## src/csr_row_dense_expand_dual_count_assert.svh

```systemverilog
// Assertion macros used by the back end of the sparse row expander RTL.
// Define ASSERT_OFF to compile the assertions out; no other dependencies.
`ifndef CSR_ROW_DENSE_EXPAND_DUAL_COUNT_ASSERT_SVH
`define CSR_ROW_DENSE_EXPAND_DUAL_COUNT_ASSERT_SVH

`ifndef ASSERT_OFF

// Property must hold at every clock edge outside reset.
`define CRDE_ASSERT(lbl, clk, rst_n, prop, msg) \
    lbl: assert property (@(posedge clk) disable iff (!rst_n) (prop)) else $error(msg);

// Condition must never be seen at a clock edge outside reset.
`define CRDE_NEVER(lbl, clk, rst_n, cond, msg) \
    lbl: assert property (@(posedge clk) disable iff (!rst_n) !(cond)) else $error(msg);

`else

`define CRDE_ASSERT(lbl, clk, rst_n, prop, msg)
`define CRDE_NEVER(lbl, clk, rst_n, cond, msg)

`endif

`endif

```

## src/crde_pkg.sv

```systemverilog
// Types and constants of the sparse row expander: payload structs, the queued
// run descriptor, operation, value kind and register codes. No dependencies.
`default_nettype none

package crde_pkg;

    localparam int COLUMN_LIMIT = 64;

    // Operation codes of the input item
    localparam logic [1:0] OP_LOAD  = 2'd0;
    localparam logic [1:0] OP_ENTRY = 2'd1;
    localparam logic [1:0] OP_CLOSE = 2'd2;

    // Value kinds; any other code selects the dual count
    localparam logic [1:0] VK_PULSE     = 2'd0;
    localparam logic [1:0] VK_INTENSITY = 2'd1;

    // Register indexes on the configuration port
    localparam logic [1:0] REG_NUM_MARKERS     = 2'd0;
    localparam logic [1:0] REG_VALUE_KIND      = 2'd1;
    localparam logic [1:0] REG_PULSE_THRESHOLD = 2'd2;

    localparam logic [6:0]  RST_NUM_MARKERS     = 7'd64;
    localparam logic [1:0]  RST_VALUE_KIND      = 2'd2;
    localparam logic [31:0] RST_PULSE_THRESHOLD = 32'd0;

    typedef struct packed {
        logic [1:0]         operation;
        logic [5:0]         marker;
        logic [15:0]        pulse_count;
        logic [15:0]        intensity;
        logic               end_of_push;
        logic signed [31:0] slope;
        logic signed [31:0] intercept;
    } in_item_t;

    typedef struct packed {
        logic [5:0]         column;
        logic signed [39:0] value;
        logic               row_end;
        logic               run_end;
        logic               order_error;
    } out_item_t;

    typedef struct packed {
        logic [6:0]  num_markers;
        logic [1:0]  value_kind;
        logic [31:0] pulse_threshold;
    } cfg_t;

    typedef enum logic {
        DK_LOAD,
        DK_RUN
    } desc_kind_t;

    // One unit of work for the back end: a calibration write, or a run of
    // dense columns first..last with an optional entry value at marker.
    typedef struct packed {
        desc_kind_t         kind;
        logic [5:0]         first;
        logic [5:0]         last;
        logic               has_entry;
        logic               err;
        logic               flag;
        logic [6:0]         row_len;
        logic [5:0]         marker;
        logic [15:0]        pulse_count;
        logic [15:0]        intensity;
        logic signed [31:0] slope;
        logic signed [31:0] intercept;
    } desc_t;

endpackage

`default_nettype wire

```

## src/crde_queue.sv

```systemverilog
// Two-entry descriptor queue between the front and back ends.
// Depends on crde_pkg for the descriptor type.
`default_nettype none

module crde_queue (
    input  wire               clk,
    input  wire               rst_n,
    input  wire               push,
    input  crde_pkg::desc_t   push_data,
    input  wire               pop,
    output crde_pkg::desc_t   head,
    output logic              full,
    output logic              empty
);
    import crde_pkg::*;

    desc_t      slot_reg [2];
    logic       wr_ptr_reg;
    logic       rd_ptr_reg;
    logic [1:0] count_reg;

    assign head  = slot_reg[rd_ptr_reg];
    assign full  = (count_reg == 2'd2);
    assign empty = (count_reg == 2'd0);

    always_ff @(posedge clk)
    begin
        if (push)
        begin
            slot_reg[wr_ptr_reg] <= push_data;
        end
    end

    always_ff @(posedge clk or negedge rst_n)
    begin
        if (!rst_n)
        begin
            wr_ptr_reg <= 1'b0;
            rd_ptr_reg <= 1'b0;
            count_reg  <= 2'd0;
        end
        else
        begin
            if (push)
            begin
                wr_ptr_reg <= ~wr_ptr_reg;
            end
            if (pop)
            begin
                rd_ptr_reg <= ~rd_ptr_reg;
            end
            case ({push, pop})
                2'b10:   count_reg <= count_reg + 2'd1;
                2'b01:   count_reg <= count_reg - 2'd1;
                default: count_reg <= count_reg;
            endcase
        end
    end

endmodule

`default_nettype wire

```

## config.mk

```make
export PLATFORM = sky130hd
export DESIGN_NAME = crde_queue
export DESIGN_NICKNAME = d
export VERILOG_FILES = /design/src/csr_row_dense_expand_dual_count_assert.svh /design/src/crde_pkg.sv /design/src/crde_queue.sv
export SDC_FILE = /design/constraint.sdc
export NUM_CORES = 1
export LEC_CHECK = 0
export BUFFER_PORTS_ARGS = -buffer_cell sky130_fd_sc_hd__buf_4
export CAP_MARGIN = 10
export CORE_ASPECT_RATIO = 1.25
export CORE_MARGIN = 3
export CORE_UTILIZATION = 33
export CTS_CLUSTER_DIAMETER = 30
export DETAILED_ROUTE_END_ITERATION = 8
export PLACE_DENSITY = 0.68
export SYNTH_ARGS = -nofsm -noshare
export SYNTH_HDL_FRONTEND = slang
export SYNTH_SLANG_ARGS = --single-unit
```

## constraint.sdc

```tcl
create_clock -name clk -period 5.8 [get_ports clk]
set_input_delay 0.58 -clock clk [delete_from_list [all_inputs] [get_ports clk]]
set_output_delay 0.58 -clock clk [all_outputs]
set_load 0.005 [all_outputs]
```

==> reports/qor_table.md <==
| Step | Result | This run |
|---|---|---|
| global route | Maximum number of pins on one net before global-route repair | 65 |
| logic synthesis | Synth top area share | 0.802 |
| global route | GRT Overall Usage | 0.120 |
| pwr | Power per standard cell area | 512 nW/um^2 |
| worst setup path | Cell type of the slowest stage on the worst timing path | dfrtp_4 |
| worst setup path | Kind of start point of the critical path | flip-flop |
| drt | Average wire per cell in the routed design | 17.7 um |
| floorplan | Height of the die | 194 um |
| status | Run status | complete, no violations |
| sta | Pins over their slew limit | 0 |
| clocking | Clock tree from TritonCTS | done |
| clocking | # Post-CTS Setup Buffers | 0 |
| cells and area | Layout cell share with drive strength beyond 1 | 0.626 |
| sta | Final worst clock skew | 10.9 ps |
| logic synthesis | Cells after Synth | 405 |
| clocking | Root buffer selected by CTS | clkbuf_16 |
| floorplan | Die Wd | 157 um |
| logic synthesis | Number of enable flip-flop cells after synthesis | 250 |
| worst setup path | Bufs and invs on worst path | 2 |
| sta | Unrepaired setup endpoints after global routing | no |
| worst setup path | Arrival @ worst endpoint | 2690 ps |
| worst setup path | Stages on the worst setup path | 3 |
| clocking | H-tree levels | 2 |
| logic synthesis | Number of warnings reported in the yosys synthesis log | 0 |
| floorplan | # rows | 68 |
| drt | Router iterations before antenna repair | 4 |
| sta | Worst Hold Margin | 241 ps |
| clocking | Maximum number of buffers from clock root to sink | 3 |
| drt | Antenna-violating nets left | 0 |
| logic synthesis | Most used standard cells in the synthesized netlist | 250 x edfxtp_1, 85 x mux2_2, 40 x mux2_4 |
| sta | Ratio of final minimum period to clock period | 0.565 |
| hold path | Number of instances on the worst hold path | 1 |
| worst setup path | Worst Path Class, Setup | flip-flop to output pin |
| global route | Via count of the first global-routing pass | 5236 |
| logic synthesis | Number of synthesized register bits | 254 |
| flow run | Number of maximum-capacitance violations | 0 |
| placement | GPL Wtd Cong | 0.728 |
| floorplan | Overall die area | 30400 sq um |
| cells and area | Inserted Diodes | 0 |
| pwr | Leakage power summed over all cells | 5.05 nW |
| worst setup path | FF-to-FF path depth | 2 |
| clocking | Clock transition at the registers of the reported paths | 50 ps |
| drt | First DRT Iteration DRCs | 207 |
| logic synthesis | Library cell with the largest summed area after synthesis | edfxtp_1 |
| logic synthesis | Largest cells by area after synthesis | edfxtp_1 80%, mux2_2 10%, mux2_4 6.4%, dfrtp_1 1.1%, buf_6 0.72% |
| clocking | CTS Buf Count | 44 |
| floorplan | Core ar. | 27700 sq um |
| floorplan | Initial core utilization | 0.337 |
| cells and area | Post-synthesis to final-layout area growth | 39.9% |
| placement | I/O Buffers | 255 |
| drt | Total Wirelength | 19100 um |
| global route | Total congestion overflow after global routing | 0 |
| logic synthesis | Post-synth top flop | edfxtp_1 |
| cells and area | Flip-flop count of the largest register, all copies and words added | 250 |
| sta | Transition at the pin with the smallest max-transition slack | 1000 ps |
| cells and area | Final #Nets | 828 |
| pwr | VDD IR max | 0.284 mV |
| clocking | Clock tree sinks | 254 |
| floorplan | I/O pins | 256 |
| logic synthesis | Most frequent cell after synthesis | edfxtp_1 |
| worst setup path | Delay of the slowest critical-path stage | 1010 ps |
| worst setup path | Worst Path Required | 5220 ps |
| global route | Initial antenna violation count | 1 |
| logic synthesis | Avg Cell Area, Syn | 23.1 sq um |
| clocking | Worst-Skew Late Latency | 520 ps |
| sta | Accumulated negative setup slack | 0 ps |
| sta | Minimum clock period after layout | 3270 ps |
| sta | Final hold vios | 0 |
| sta | Number of setup violations in the final report | 0 |
| logic synthesis | Distinct cells, synth | 13 |
| logic synthesis | Nets in the synthesized netlist | 535 |
| worst setup path | Critical path cell sequence | buf_12 > mux2_2 > buf_4 |
| placement | Placed wire-length estimate | 12400 um |
| clocking | Resized cells post-CTS | 0 |
| logic synthesis | Combined area of all synthesized cells | 9360 sq um |
| hold path | Type of the most critical hold path | input pin to flip-flop |
| logic synthesis | Share of flip-flops with an asynchronous set or reset | 0.0157 |
| logic synthesis | Sequential fraction of the synthesis area | 0.813 |
| drt | Post-DR vias/cell | 4.43 |
| drt | Vias | 4788 |
| sta | Max-Slew Margin vs Limit | 0.331 |
| sta | Achievable clock frequency | 305 MHz |
| worst setup path | Maximum net fanout on the critical path | 64 |
| worst setup path | Delay-heaviest family, CP | flip-flops |
| global route | Wire length of the first global-routing pass | 28300 um |
| worst setup path | Kind of end point of the critical path | output pin |
| drt | DRC Markers | 0 |
-- cell type report --
class,instances,area (sq um)
clock buffers,50,1140
clock inverters,30,274
fillers,2328,14600
inverters,1,3.75
multi-input cells,136,1650
flip-flops and latches,254,7610
well taps,350,438
repair buffers,261,1970
-- cells in the final DEF, fill, tap and decap left out, types with 2 or more instances in the layout --
cell type / n
buf_4: 259
bufinv_16: 3
clkbuf_1: 5
clkbuf_16: 45
clkinv_1: 5
clkinv_2: 6
clkinv_4: 3
clkinvlp_4: 4
dfrtp_1: 3
edfxtp_1: 250
inv_6: 9
mux2_2: 85
mux2_4: 40
nor2_1: 2
xnor2_1: 2
xor2_1: 3
-- through the flow --
step / total power (W) / area [sq um] / utilization / instances / worst slack [ps]
global route: 0.00700 / 13100 / 0.472 / 1082 / 2410
CTS: 0.00682 / 13100 / 0.472 / 1082 / 2500
global placement: 0.00434 / 11700 / 0.421 / 1001 / 3070
detailed placement: 0.00436 / 11700 / 0.421 / 1001 / 3090
floorplan: 0.00354 / 9360 / - / 405 / 1480
finish: 0.00670 / 13100 / 0.472 / 1082 / 2530
-- layer usage --
| metal | vias to the layer above | GRT usage | share of wire |
|---|---|---|---|
| li1 | 2215 | - | - |
| met1 | 2335 | 0.123 | 0.36 |
| met2 | 191 | 0.215 | 0.53 |
| met3 | 45 | 0.0469 | 0.081 |
| met4 | 2 | 0.0500 | 0.031 |
| met5 | - | 0 | 0.00068 |
-- worst paths after layout --
| check | slack [ps] | end | start |
|---|---|---|---|
| worst min-delay path | 240 | slot_reg[1][40]$_DFFE_PP_ | push_data[40] |
| worst max register to register | 3670 | slot_reg[0][28]$_DFFE_PP_ | wr_ptr_reg$_DFFE_PN0P_ |
| worst min register to register | 480 | count_reg[1]$_DFFE_PN0P_ | count_reg[1]$_DFFE_PN0P_ |
| worst max-delay path | 2530 | head[12] | rd_ptr_reg$_DFFE_PN0P_ |
| max in group asynchronous | 5290 | rd_ptr_reg$_DFFE_PN0P_ | rst_n |
| min in group asynchronous | 400 | rd_ptr_reg$_DFFE_PN0P_ | rst_n |
-- what timing repair did --
action | in CTS | in global routing
endpoints found under the hold margin | 4 | 0
setup endpoints to repair | 0 | 0
hold buffers | 1 | 0
-- report_power, final --
| group | switching [W] | internal, W | leakage [nW] |
|---|---|---|---|
| clock | 0.000855 | 0.00156 | 0.688 |
| combinational | 0.000671 | 0.000989 | 1.97 |
| sequential | 0.000178 | 0.00244 | 2.39 |
-- cells by family (layout without fill, tap and decap cells) --
logic type | Yosys count | in the layout | share of synthesized area
multiplexers | 125 | 125 | 0.166
adder cells (fa/ha/maj) | 1 | 1 | 0.00134
buffers and inverters | 15 | 342 | 0.0119
AND/OR/NAND/NOR | 5 | 5 | 0.00254
flip-flops | 254 | 254 | 0.813
XOR/XNOR | 5 | 5 | 0.00468
Power figures use the tool's default switching activity.
