File: src/csr_row_dense_expand_dual_count_assert.svh
// Assertion macros used by the back end of the sparse row expander RTL.
// Define ASSERT_OFF to compile the assertions out; no other dependencies.
`ifndef CSR_ROW_DENSE_EXPAND_DUAL_COUNT_ASSERT_SVH
`define CSR_ROW_DENSE_EXPAND_DUAL_COUNT_ASSERT_SVH

`ifndef ASSERT_OFF

// Property must hold at every clock edge outside reset.
`define CRDE_ASSERT(lbl, clk, rst_n, prop, msg) \
    lbl: assert property (@(posedge clk) disable iff (!rst_n) (prop)) else $error(msg);

// Condition must never be seen at a clock edge outside reset.
`define CRDE_NEVER(lbl, clk, rst_n, cond, msg) \
    lbl: assert property (@(posedge clk) disable iff (!rst_n) !(cond)) else $error(msg);

`else

`define CRDE_ASSERT(lbl, clk, rst_n, prop, msg)
`define CRDE_NEVER(lbl, clk, rst_n, cond, msg)

`endif

`endif

File: src/crde_pkg.sv
// Types and constants of the sparse row expander: payload structs, the queued
// run descriptor, operation, value kind and register codes. No dependencies.
`default_nettype none

package crde_pkg;

    localparam int COLUMN_LIMIT = 64;

    // Operation codes of the input item
    localparam logic [1:0] OP_LOAD  = 2'd0;
    localparam logic [1:0] OP_ENTRY = 2'd1;
    localparam logic [1:0] OP_CLOSE = 2'd2;

    // Value kinds; any other code selects the dual count
    localparam logic [1:0] VK_PULSE     = 2'd0;
    localparam logic [1:0] VK_INTENSITY = 2'd1;

    // Register indexes on the configuration port
    localparam logic [1:0] REG_NUM_MARKERS     = 2'd0;
    localparam logic [1:0] REG_VALUE_KIND      = 2'd1;
    localparam logic [1:0] REG_PULSE_THRESHOLD = 2'd2;

    localparam logic [6:0]  RST_NUM_MARKERS     = 7'd64;
    localparam logic [1:0]  RST_VALUE_KIND      = 2'd2;
    localparam logic [31:0] RST_PULSE_THRESHOLD = 32'd0;

    typedef struct packed {
        logic [1:0]         operation;
        logic [5:0]         marker;
        logic [15:0]        pulse_count;
        logic [15:0]        intensity;
        logic               end_of_push;
        logic signed [31:0] slope;
        logic signed [31:0] intercept;
    } in_item_t;

    typedef struct packed {
        logic [5:0]         column;
        logic signed [39:0] value;
        logic               row_end;
        logic               run_end;
        logic               order_error;
    } out_item_t;

    typedef struct packed {
        logic [6:0]  num_markers;
        logic [1:0]  value_kind;
        logic [31:0] pulse_threshold;
    } cfg_t;

    typedef enum logic {
        DK_LOAD,
        DK_RUN
    } desc_kind_t;

    // One unit of work for the back end: a calibration write, or a run of
    // dense columns first..last with an optional entry value at marker.
    typedef struct packed {
        desc_kind_t         kind;
        logic [5:0]         first;
        logic [5:0]         last;
        logic               has_entry;
        logic               err;
        logic               flag;
        logic [6:0]         row_len;
        logic [5:0]         marker;
        logic [15:0]        pulse_count;
        logic [15:0]        intensity;
        logic signed [31:0] slope;
        logic signed [31:0] intercept;
    } desc_t;

endpackage

`default_nettype wire

File: src/crde_front.sv
// Front end: accepts input items, tracks the next dense column of the push
// and turns items into load and run descriptors. Depends on crde_pkg.
`default_nettype none

module crde_front #(
    parameter int MAX_MARKERS = 64
) (
    input  wire                clk,
    input  wire                rst_n,
    input  crde_pkg::cfg_t     cfg,
    input  wire                in_valid,
    input  crde_pkg::in_item_t in_data,
    input  wire                q_full,
    output logic               in_stall,
    output logic               q_push,
    output crde_pkg::desc_t    q_data
);
    import crde_pkg::*;

    localparam int ROW_LIMIT = (MAX_MARKERS < COLUMN_LIMIT) ? MAX_MARKERS : COLUMN_LIMIT;

    logic [6:0] next_col_reg;
    logic [6:0] next_col_next;
    logic [6:0] row_len;
    logic [6:0] marker_ext;
    logic [6:0] last_col;
    logic       accept;
    logic       is_entry;
    logic       err;
    logic       has_entry;
    logic       close;
    logic       nonempty;

    assign in_stall = q_full;
    assign accept   = in_valid && !q_full;

    always_comb
    begin
        if (cfg.num_markers == 7'd0)
        begin
            row_len = 7'd1;
        end
        else if (cfg.num_markers > 7'(ROW_LIMIT))
        begin
            row_len = 7'(ROW_LIMIT);
        end
        else
        begin
            row_len = cfg.num_markers;
        end
    end

    assign marker_ext = {1'b0, in_data.marker};
    assign is_entry   = (in_data.operation == OP_ENTRY);
    assign err        = is_entry && ((marker_ext < next_col_reg) || (marker_ext >= row_len));
    assign has_entry  = is_entry && !err;
    assign close      = (in_data.operation == OP_CLOSE) || (is_entry && in_data.end_of_push);
    assign nonempty   = has_entry || (close && (next_col_reg < row_len));
    assign last_col   = close ? (row_len - 7'd1) : marker_ext;

    always_comb
    begin
        q_data.kind        = DK_RUN;
        q_data.first       = next_col_reg[5:0];
        q_data.last        = last_col[5:0];
        q_data.has_entry   = has_entry;
        q_data.err         = err;
        q_data.flag        = 1'b0;
        q_data.row_len     = row_len;
        q_data.marker      = in_data.marker;
        q_data.pulse_count = in_data.pulse_count;
        q_data.intensity   = in_data.intensity;
        q_data.slope       = in_data.slope;
        q_data.intercept   = in_data.intercept;
        q_push             = 1'b0;
        next_col_next      = next_col_reg;
        case (in_data.operation)
            OP_LOAD:
            begin
                q_data.kind = DK_LOAD;
                q_push      = accept && (int'(in_data.marker) < MAX_MARKERS);
            end
            OP_ENTRY, OP_CLOSE:
            begin
                if (nonempty)
                begin
                    q_push = accept;
                end
                else if (err)
                begin
                    // lone flag result at the dropped marker
                    q_data.first = in_data.marker;
                    q_data.last  = in_data.marker;
                    q_data.flag  = 1'b1;
                    q_push       = accept;
                end
                if (close)
                begin
                    next_col_next = 7'd0;
                end
                else if (has_entry)
                begin
                    next_col_next = marker_ext + 7'd1;
                end
            end
            default:
            begin
                q_push = 1'b0;
            end
        endcase
    end

    always_ff @(posedge clk or negedge rst_n)
    begin
        if (!rst_n)
        begin
            next_col_reg <= 7'd0;
        end
        else if (accept)
        begin
            next_col_reg <= next_col_next;
        end
    end

endmodule

`default_nettype wire

File: config.mk
export PLATFORM = sky130hd
export DESIGN_NAME = crde_front
export DESIGN_NICKNAME = d
export VERILOG_FILES = /design/src/csr_row_dense_expand_dual_count_assert.svh /design/src/crde_pkg.sv /design/src/crde_front.sv
export SDC_FILE = /design/constraint.sdc
export NUM_CORES = 1
export LEC_CHECK = 0
export BUFFER_PORTS_ARGS = -buffer_cell sky130_fd_sc_hd__buf_4
export CAP_MARGIN = 20
export CORE_AREA = 8 8 101 103
export CTS_CLUSTER_SIZE = 25
export DETAILED_ROUTE_END_ITERATION = 12
export DIE_AREA = 0 0 109 111
export GPL_TIMING_DRIVEN = 0
export PLACE_DENSITY = 0.66
export SETUP_SLACK_MARGIN = 0.5
export SLEW_MARGIN = 20
export SYNTH_ARGS = -nofsm -noshare
export SYNTH_HDL_FRONTEND = slang
export SYNTH_SLANG_ARGS = --single-unit
File: constraint.sdc
create_clock -name clk -period 2.2 [get_ports clk]
set_input_delay 0.11 -clock clk [delete_from_list [all_inputs] [get_ports clk]]
set_output_delay 0.11 -clock clk [all_outputs]
set_load 0.03 [all_outputs]
==> summary.txt, run 1 <==
Status: finished, violations left
Violated checks: setup timing
First-pass GRT wire length: 12.2 mm
Maximum number of pins on one net before global-route repair: 11
Initial antenna violation count: 0
Worst-path fanout max: 5
Max stage delay cell, worst path: or4_4
Number of inserted diodes: 0
Post-synth top cells: 105 x buf_4, 23 x ha_1, 20 x inv_1, 14 x nand2_1, 11 x o21ai_0
Routed WL: 8.30 mm
Sw Pwr: 0.643 mW
Maxcap violations: 0
Routed Antenna Nets: 0
Sequential fraction of design power: 11.5%
Drt initial violations: 59
Area growth from synthesis to layout: 92.4%
Largest register FFs: 7
I/O Buffers: 146
Main synth FF type: dfrtp_1
Routability cong.: 0.752
DP HPWL: 7.17 mm
Clk_skew: 0.00327 ns
CTS root buf: clkbuf_8
Mapped Cells: 253
Worst path bufs/invs: 4
Post-Synth XOR/XNOR Area: 2.24%
VDD IR max: 0.000167 V
Clock Tree Buf Depth: 2
Cell mode on critical path: nor2_4
WL per Instance: 15.8 um
Vias: 2226
Cell family with most CP delay: simple AND/OR/NAND/NOR gates
Top post-synthesis cells by area: buf_4 40%, ha_1 15%, dfrtp_1 9.0%
TritonCTS Buffers: 3
Syn. warnings: 0
Combinational group share of total power: 75.9%
Post-placement setup slack: -0.760 ns
Post-Syn Nets: 426
Die Y: 111 um
Yosys top cell area share: 40.3%
Hold crit path type: in2reg
#FFs+latches synth: 7
P_int: 0.770 mW
Worst setup SP type: input port
# fillers: 858
Row count: 34
DRC violations left: 0
Critical Path RT: 2.09 ns
Total Die Area: 0.0121 mm^2
Max Freq: 373 MHz
Syn Area/Cell: 7.73 um^2
Number of synthesized flops with an enable pin: 0
Yosys top cell by area: buf_4
Crit path DAT: 2.57 ns
P_leak: 1.99 nW
Synth Area in Compound Gates: 15.4%
Initial core utilization: 22.9%
Worst slew pin tran: 0.495 ns
Vias in the first global route: 2408
Vias per inst: 4.23
Rel. slew slack: 67.0%
Total core area: 0.00855 mm^2
Fin Setup TNS: -8.08 ns
Die width: 109 um
Worst-path clk slew: 0.04 ns
WS Path Type: in2out
Endpoints failing hold: 0
Layout cell share with drive strength beyond 1: 76.3%
Worst-path cell chain: buf_8 > or4_4 > nor2_4 > nor2_2 > nor2_4 > ha_4 > nor2b_4 > o21ai_2 > a21oi_2 > a211oi_4 > buf_6 > nor2_4 > buf_12 > mux2_4 > buf_6
Post-Route Utilization: 44.0%
Largest family of logic cells by synthesized area: buffers and inverters
Adder-Cell Fraction of Synth Area: 14.7%
Count leader, synth: buf_4
Post-Synth Simple-Gate Area: 11.0%
I/O Pins: 277
Clock share of power: 12.7%
Multi-input gate area: 0.00119 mm^2
Minimum clock period: 2.68 ns
PwrDens: 375 mW/mm^2
Sequential cell area: 178 um^2
Synth cell types: 39
Critical Path Sink Type: output pin
Detailed Routing Iterations Pass 1: 6
CTS tree: yes
Overall power: 1.41 mW
Final setup vio count: 23
Unrepaired setup endpoints after global routing: yes
Syn Std Cell Area: 0.00196 mm^2
Slew Viols, Final: 0
Total GRT Usage: 12.3%
Final setup margin: -0.481 ns
Layout Nets: 592
Slowest stage delay, CP: 0.55 ns
FFs w/ async S/R, synth: 100%
Post-synthesis sequential area ratio: 8.95%
H-tree depth: 1
Net Sw Frac: 45.5%
CTS sink count: 7
Tcrit/Tclk final: 122%
Mux contribution to synthesized area: 2.75%
Clk_lat worst skew: 0.22 ns
GRT overflow: 0
## per-layer routing
metal,up-vias,share of wire (%),routed length [um],track usage [%]
li1,1075,-,-,-
met1,1018,33,2710,11.2
met2,133,55,4550,24.9
met3,0,13,1040,4.71
met4,0,0,0,0.913
met5,-,0,0,0
## per-stage QoR
step | std cells | hold slack [ns] | cell area (um^2)
3_3_place_gp | 507 | -0.0652 | 3290
2_1_floorplan | 253 | -0.186 | 2060
6_report | 526 | 0.130 | 3760
4_1_cts | 522 | 0.134 | 3570
3_5_place_dp | 507 | -0.0639 | 3290
5_1_grt | 526 | 0.135 | 3760
## timing repair
| action | CTS | global route |
|---|---|---|
| pin swaps | 14 | 4 |
| resized for setup | 30 | 34 |
| cloned | 0 | 1 |
| endpoints found under the hold margin | 7 | 0 |
| setup endpoints to repair | 23 | 23 |
| hold buffers | 1 | 0 |
| setup buffers | 10 | 3 |
## power by group through the flow
stage	Combinational [mW]	Sequential (mW)	Clock, mW
floorplan	0.644	0.153	0
global placement	0.949	0.161	0
detailed placement	0.960	0.160	0
CTS	1.02	0.161	0.182
global route	1.14	0.164	0.195
finish	1.07	0.162	0.179
## final timing paths
kind / start / endpoint / slack [ns] / cells past startpoint
setup / recovery: cfg[36] / q_data[114] / -0.48 / 15
hold / removal: in_data[97] / next_col_reg[0] / 0.13 / 2
setup reg to reg: next_col_reg[4] / next_col_reg[0] / -0.03 / 10
hold reg to reg: next_col_reg[3] / next_col_reg[3] / 0.54 / 1
max in group asynchronous: rst_n / next_col_reg[0] / 1.81 / 2
min in group asynchronous: rst_n / next_col_reg[5] / 0.25 / 2
## cells in the final DEF, fill, tap and decap left out, types with 3 or more instances in the layout
cell,n
o21ai_0,4
ha_4,3
buf_6,16
a21o_1,4
dfrtp_1,5
ha_1,20
clkbuf_8,4
o2bb2ai_2,4
buf_4,245
nand2_4,3
nand2_1,10
nor2_4,3
xor2_1,3
a21oi_1,3
inv_2,3
a21oi_2,5
o21ai_4,4
nand3_1,9
inv_1,18
## kinds of logic after synthesis
group | Yosys count
XOR/XNOR | 5
flip-flops | 7
buffers and inverters | 129
AO/OA/AOI/OAI | 43
multiplexers | 5
adder cells (fa/ha/maj) | 23
AND/OR/NAND/NOR | 41
## cell type report
cell class / count / share of cell area (%)
Sequential cell: 7 / 4.72
Buffer: 108 / 21.9
Timing Repair Buffer: 161 / 35.0
Clock buffer: 4 / 1.20
Tap cell: 108 / 3.59
Multi-Input combinational cell: 117 / 31.5
Inverter: 21 / 2.09
Note: power is estimated with default switching activity, not from simulation.
==> inputs of run 2 (changes only) <==
ABC_AREA = 1   (was not set)
CORE_AREA = 8 8 100 102   (was 8 8 101 103)
DIE_AREA = 0 0 108 110   (was 0 0 109 111)
PLACE_DENSITY = 0.69   (was 0.66)
==> summary.txt, run 2 <==
GRT overflow: 0
CTS tree: yes
Commonest non-fill, non-tap cell in the layout: buf_4
Initial core utilization: 24.9%
Main synth FF type: dfrtp_1
Layout Cells excl Fill: 604
Clk_lat worst skew: 0.23 ns
Die width: 108 um
Final setup margin: -0.166 ns
H-tree depth: 1
Initial antenna violation count: 0
Clock Tree Buf Depth: 2
Unrepaired setup endpoints after global routing: yes
Post-Synth Simple-Gate Area: 23.2%
Drt initial violations: 75
Syn. warnings: 0
Routability cong.: 0.783
Post-Route Utilization: 50.1%
Row count: 34
Mux contribution to synthesized area: 0%
Largest family of logic cells by synthesized area: buffers and inverters
CTS sink count: 7
Syn Area/Cell: 6.62 um^2
I/O Buffers: 146
PwrDens: 457 mW/mm^2
Max Freq: 423 MHz
Rel. slew slack: 61.7%
Hold crit path type: in2async
Worst setup SP type: register
Yosys top cell by area: buf_4
Die Y: 110 um
WS Path Type: reg2out
Post-synth top cells: 105 x buf_4, 72 x nand2_1, 33 x inv_1, 23 x ha_1, 15 x nor2_1
Layout cell share with drive strength beyond 1: 74.2%
Syn Std Cell Area: 0.00211 mm^2
Total GRT Usage: 12.7%
Slew Viols, Final: 0
WL per Instance: 14.2 um
Tcrit/Tclk final: 108%
Count leader, synth: buf_4
Largest register FFs: 7
Post-Syn Nets: 492
Placed Cells: 573
P_leak: 2.30 nW
Worst-path fanout max: 5
Routed Antenna Nets: 0
Routed WL: 8.59 mm
Placed Area: 0.00362 mm^2
DRC violations left: 0
Adder-Cell Fraction of Synth Area: 13.6%
Critical Path RT: 2.09 ns
Total Die Area: 0.0119 mm^2
Clk_skew: 0.000448 ns
Crit path DAT: 2.26 ns
Fin Setup TNS: -1.48 ns
Vias in the first global route: 2712
Most frequent cells in the layout: 248 x buf_4, 42 x nand2_1, 27 x inv_1, 24 x buf_6, 17 x nand2_4
Area growth from synthesis to layout: 101%
#FFs+latches synth: 7
Number of synthesized flops with an enable pin: 0
Maxcap violations: 0
Overall power: 1.94 mW
Endpoints failing hold: 0
Post-Synth XOR/XNOR Area: 1.24%
VDD IR max: 0.000176 V
Post-layout instance area: 0.00424 mm^2
Number of inserted diodes: 0
Layout Nets: 670
Vias per inst: 4.17
Minimum clock period: 2.37 ns
DP HPWL: 7.05 mm
I/O Pins: 277
Vias: 2520
Total core area: 0.00847 mm^2
TritonCTS Buffers: 3
Detailed Routing Iterations Pass 1: 5
Worst slew pin tran: 0.575 ns
Status: finished, violations left
Final setup vio count: 13
Critical Path Sink Type: output pin
Yosys top cell area share: 37.3%
FFs w/ async S/R, synth: 100%
CTS root buf: clkbuf_8
Synth cell types: 27
Maximum number of pins on one net before global-route repair: 11
First-pass GRT wire length: 12.3 mm
Violated checks: setup timing
Worst-path clk slew: 0.04 ns
Top post-synthesis cells by area: buf_4 37%, ha_1 14%, nand2_1 13%
Post-synthesis sequential area ratio: 8.30%
Mapped Cells: 319
Synth Area in Compound Gates: 8.60%
==> run 2: cell types whose count changed after synthesis, sizes merged, moves of 3 or more <==
| cell | delta |
|---|---|
| nand2 | +62 |
| inv | +14 |
| nor2 | +11 |
| o2bb2ai | -6 |
| nand3 | +4 |
| o21ai | +4 |
| a21o | -3 |
| a21oi | +3 |
| mux2 | -3 |
| o22a | -3 |
==> run 2: cells by family (layout without fill, tap and decap cells) <==
logic type	count (synthesis)	after routing
AOI/OAI and AO/OA	28	28
xor gates and xnor gates	3	3
adders and majority gates	23	23
buffers and inverters	143	320
DFF	7	7
and+or+nand+nor	115	115
==> run 2: power breakdown <==
part,switching (mW),internal (mW)
Sequential,0.0270,0.158
Combinational,0.842,0.725
Clock,0.0602,0.126
Total,0.929,1.01
==> run 2: worst paths after layout <==
| check | endpoint | cells past startpoint | start | slack, ns |
|---|---|---|---|---|
| setup / recovery | q_data[116] | 15 | next_col_reg[2] | -0.17 |
| hold / removal | next_col_reg[5] | 2 | rst_n | 0.24 |
| setup reg to reg | next_col_reg[5] | 15 | next_col_reg[4] | 0.19 |
| hold reg to reg | next_col_reg[0] | 2 | next_col_reg[0] | 0.59 |
| max in group asynchronous | next_col_reg[1] | 2 | rst_n | 1.84 |
| min in group clk | next_col_reg[6] | 3 | in_data[102] | 0.24 |
==> run 2: metrics by stage <==
step	worst slack (ns)	hold slack, ns
floorplan	0.194	-0.186
global placement	-0.183	-0.0705
detailed placement	-0.230	-0.0688
CTS	-0.121	0.241
global route	-0.277	0.253
finish	-0.166	0.237
==> run 2: routing by layer <==
metal	GRT usage (%)	part of all wire, %	routed length (um)	vias to the layer above
met5	0	0	0	-
met4	2.87	0.80	69	0
met3	5.29	12	1010	7
met2	25.3	56	4790	133
met1	11.5	32	2720	1130
li1	-	-	-	1250
==> run 2: area by class of cell <==
class	count	area [um^2]
Fill cell	794	4220
Multi-Input combinational cell	169	1470
Timing Repair Buffer	173	1450
Buffer	108	835
Sequential cell	7	175
Inverter	35	135
Tap cell	108	135
Clock buffer	4	45.0
==> run 2: repair_timing <==
action	in CTS	in global routing
endpoints found under the setup margin	23	23
resized for setup	56	20
endpoints found under the hold margin	7	0
cloned	2	0
hold buffers	1	0
setup buffers	16	8
pin swaps	19	22
==> run 2: critical path, cell delays in order, from the launching register on <==
cell and delay (ns):
dfrtp_1 0.40, inv_2 0.08, ha_4 0.19, a21oi_2 0.12, nand2_1 0.09, nand2_1 0.07, nand2_1 0.06, nand3_2 0.11
nand2_2 0.08, nor2_4 0.16, nand2_4 0.11, buf_12 0.15, buf_12 0.14, nand3_4 0.06, nand2_4 0.06, buf_6 0.13
==> inputs of run 3 (changes only) <==
--- a/config.mk
+++ b/config.mk
@@ -15,4 +15,5 @@
 export GPL_TIMING_DRIVEN = 0
 export PLACE_DENSITY = 0.69
+export REMOVE_ABC_BUFFERS = 1
 export SETUP_SLACK_MARGIN = 0.5
 export SLEW_MARGIN = 20
==> constraint.sdc (replaced) <==
create_clock -name clk -period 2.2 [get_ports clk]
set_input_delay 0 -clock clk [delete_from_list [all_inputs] [get_ports clk]]
set_output_delay 0 -clock clk [all_outputs]
set_load 0.03 [all_outputs]
==> summary.txt, run 3 (synthesized netlist as in run 2, its figures left out) <==
Status: finished, violations left
Violated checks: setup timing
Combinational group share of total power: 73.6%
I/O Pins: 277
P_leak: 1.23 nW
Hold crit path type: in2out
Initial core utilization: 24.9%
H-tree depth: 1
DRC violations left: 0
Unrepaired setup endpoints after global routing: yes
Crit path DAT: 2.32 ns
Net Sw Frac: 47.2%
Worst setup SP type: input port
Commonest non-fill, non-tap cell in the layout: nand2_1
Most frequent cells in the layout: 49 x nand2_1, 44 x buf_4, 26 x inv_1, 20 x buf_6, 18 x nand2_2
Maxcap violations: 0
CTS tree: yes
WHS Path Cells: 0
Post-placement setup slack: -0.203 ns
Die width: 108 um
Initial antenna violation count: 0
Critical Path Sink Type: register
Routability cong.: 1.13
Hold Path Sink: q_data[1]
Clock share of power: 13.1%
Total core area: 0.00847 mm^2
Clk_skew: 0.00131 ns
Hold path start: in_data[1]
VDD IR max: 0.000200 V
Reg2reg end: next_col_reg[1]
Endpoints failing hold: 0
Detailed Routing Iterations Pass 1: 4
Number of inserted diodes: 0
Final setup margin: -0.00128 ns
Sequential fraction of design power: 13.3%
Critical Path RT: 2.32 ns
Final setup vio count: 1
PwrDens: 577 mW/mm^2
WL per Instance: 45.1 um
Area growth from synthesis to layout: 16.5%
Clk_lat worst skew: 0.23 ns
Die Y: 110 um
First-pass GRT wire length: 21.2 mm
Vias per inst: 5.15
Vias in the first global route: 1922
Worst-path fanout max: 7
I/O Buffers: 50
Largest register FFs: 7
Drt initial violations: 159
CTS root buf: clkbuf_8
Worst slew pin tran: 0.781 ns
Tcrit/Tclk final: 100%
P_int: 0.749 mW
DP HPWL: 15.9 mm
Rel. slew slack: 47.8%
# fillers: 922
Minimum clock period: 2.20 ns
CTS sink count: 7
Clock Tree Buf Depth: 2
Routed Antenna Nets: 0
R2R Setup Slk: 0.03 ns
Total Die Area: 0.0119 mm^2
Total GRT Usage: 28.1%
Sw Pwr: 0.671 mW
Routed WL: 17.7 mm
Worst-path clk slew: 0.04 ns
TritonCTS Buffers: 3
GRT overflow: 0
Slew Viols, Final: 0
WS Path Type: in2reg
FF-to-FF Start: next_col_reg[3]
Maximum number of pins on one net before global-route repair: 15
Worst R2R Path Depth: 17
Layout Nets: 459
Row count: 34
Layout cell share with drive strength beyond 1: 51.9%
Fin Setup TNS: -0.00128 ns
Vias: 2022
Max Freq: 454 MHz
-- run 3: cell types whose count changed in the layout (fill, tap and decap cells not counted), sizes merged --
cell      previous run  this run
nand2               76        78
inv                 34        35
clkinvlp             1         0
clkbuf               5         4
buf                279        67
-- run 3: area by class of cell --
cell class                 instances  area [um^2]  area share [%]
inverter                          35          136            5.54
timing repair buffer              68          626            25.4
multi-input combinational        171         1340            54.6
clock buffer                       4         45.0            1.83
tap                              108          135            5.49
sequential                         7          175            7.12
-- run 3: how the worst max path moves through the flow --
stage	cells after the start	endpoint	from
final	21	next_col_reg[1]	cfg[37]
after global routing	18	q_data[116]	cfg[37]
after CTS	13	q_data[112]	next_col_reg[4]
after detailed placement	17	q_data[114]	cfg[37]
after global placement	17	q_data[112]	cfg[37]
after floorplan	13	q_data[118]	cfg[38]
-- run 3: power groups by stage --
stage / registers (mW) / logic [mW] / clock network (mW)
final: 0.189 / 1.04 / 0.186
after global routing: 0.190 / 1.13 / 0.199
after CTS: 0.186 / 0.886 / 0.186
after detailed placement: 0.195 / 0.667 / 0
after global placement: 0.195 / 0.659 / 0
after floorplan: 0.182 / 0.421 / 0
-- run 3: stage by stage --
stage               utilization (%)  hold WS (ns)  total power [mW]  area, um^2  std cells
finish                         29.1      0.000124              1.42        2460        393
global route                   29.1      0.000128              1.52        2460        393
CTS                            26.2      0.000370              1.26        2220        388
detailed placement             21.3        -0.178             0.862        1800        369
global placement               21.3        -0.180             0.853        1800        369
floorplan                         -        -0.296             0.604        1290        211
-- run 3: timing repair --
item                                   in CTS  in global routing
gates resized for setup                    58                 40
cloned                                      1                  1
buffers inserted                           13                  4
pin swaps                                   9                 21
endpoints found under the hold margin       7                  0
hold buffers                                1                  0
setup endpoints to repair                  23                 23
-- run 3: routing by layer --
metal  GRT usage, %  wire length (um)  vias up
li1               -                 -      830
met5           5.04                80        -
met2           50.8              8840      262
met4           26.4              2050        6
met3           29.4              4070       70
met1           12.0              2700      854
-- run 3: critical path: stages --
cell     delay (ns)
buf_4          0.13
nor2_4         0.13
nand3_2        0.10
nand2_4        0.10
buf_12         0.10
nand2_4        0.07
ha_4           0.24
a21oi_2        0.14
nand2_1        0.09
a21oi_2        0.17
nand3_2        0.11
buf_6          0.13
buf_6          0.10
buf_6          0.10
buf_6          0.11
inv_4          0.04
nand2_4        0.06
nand2_8        0.10
nand2_8        0.09
nand2_1        0.13
o21ai_2        0.06
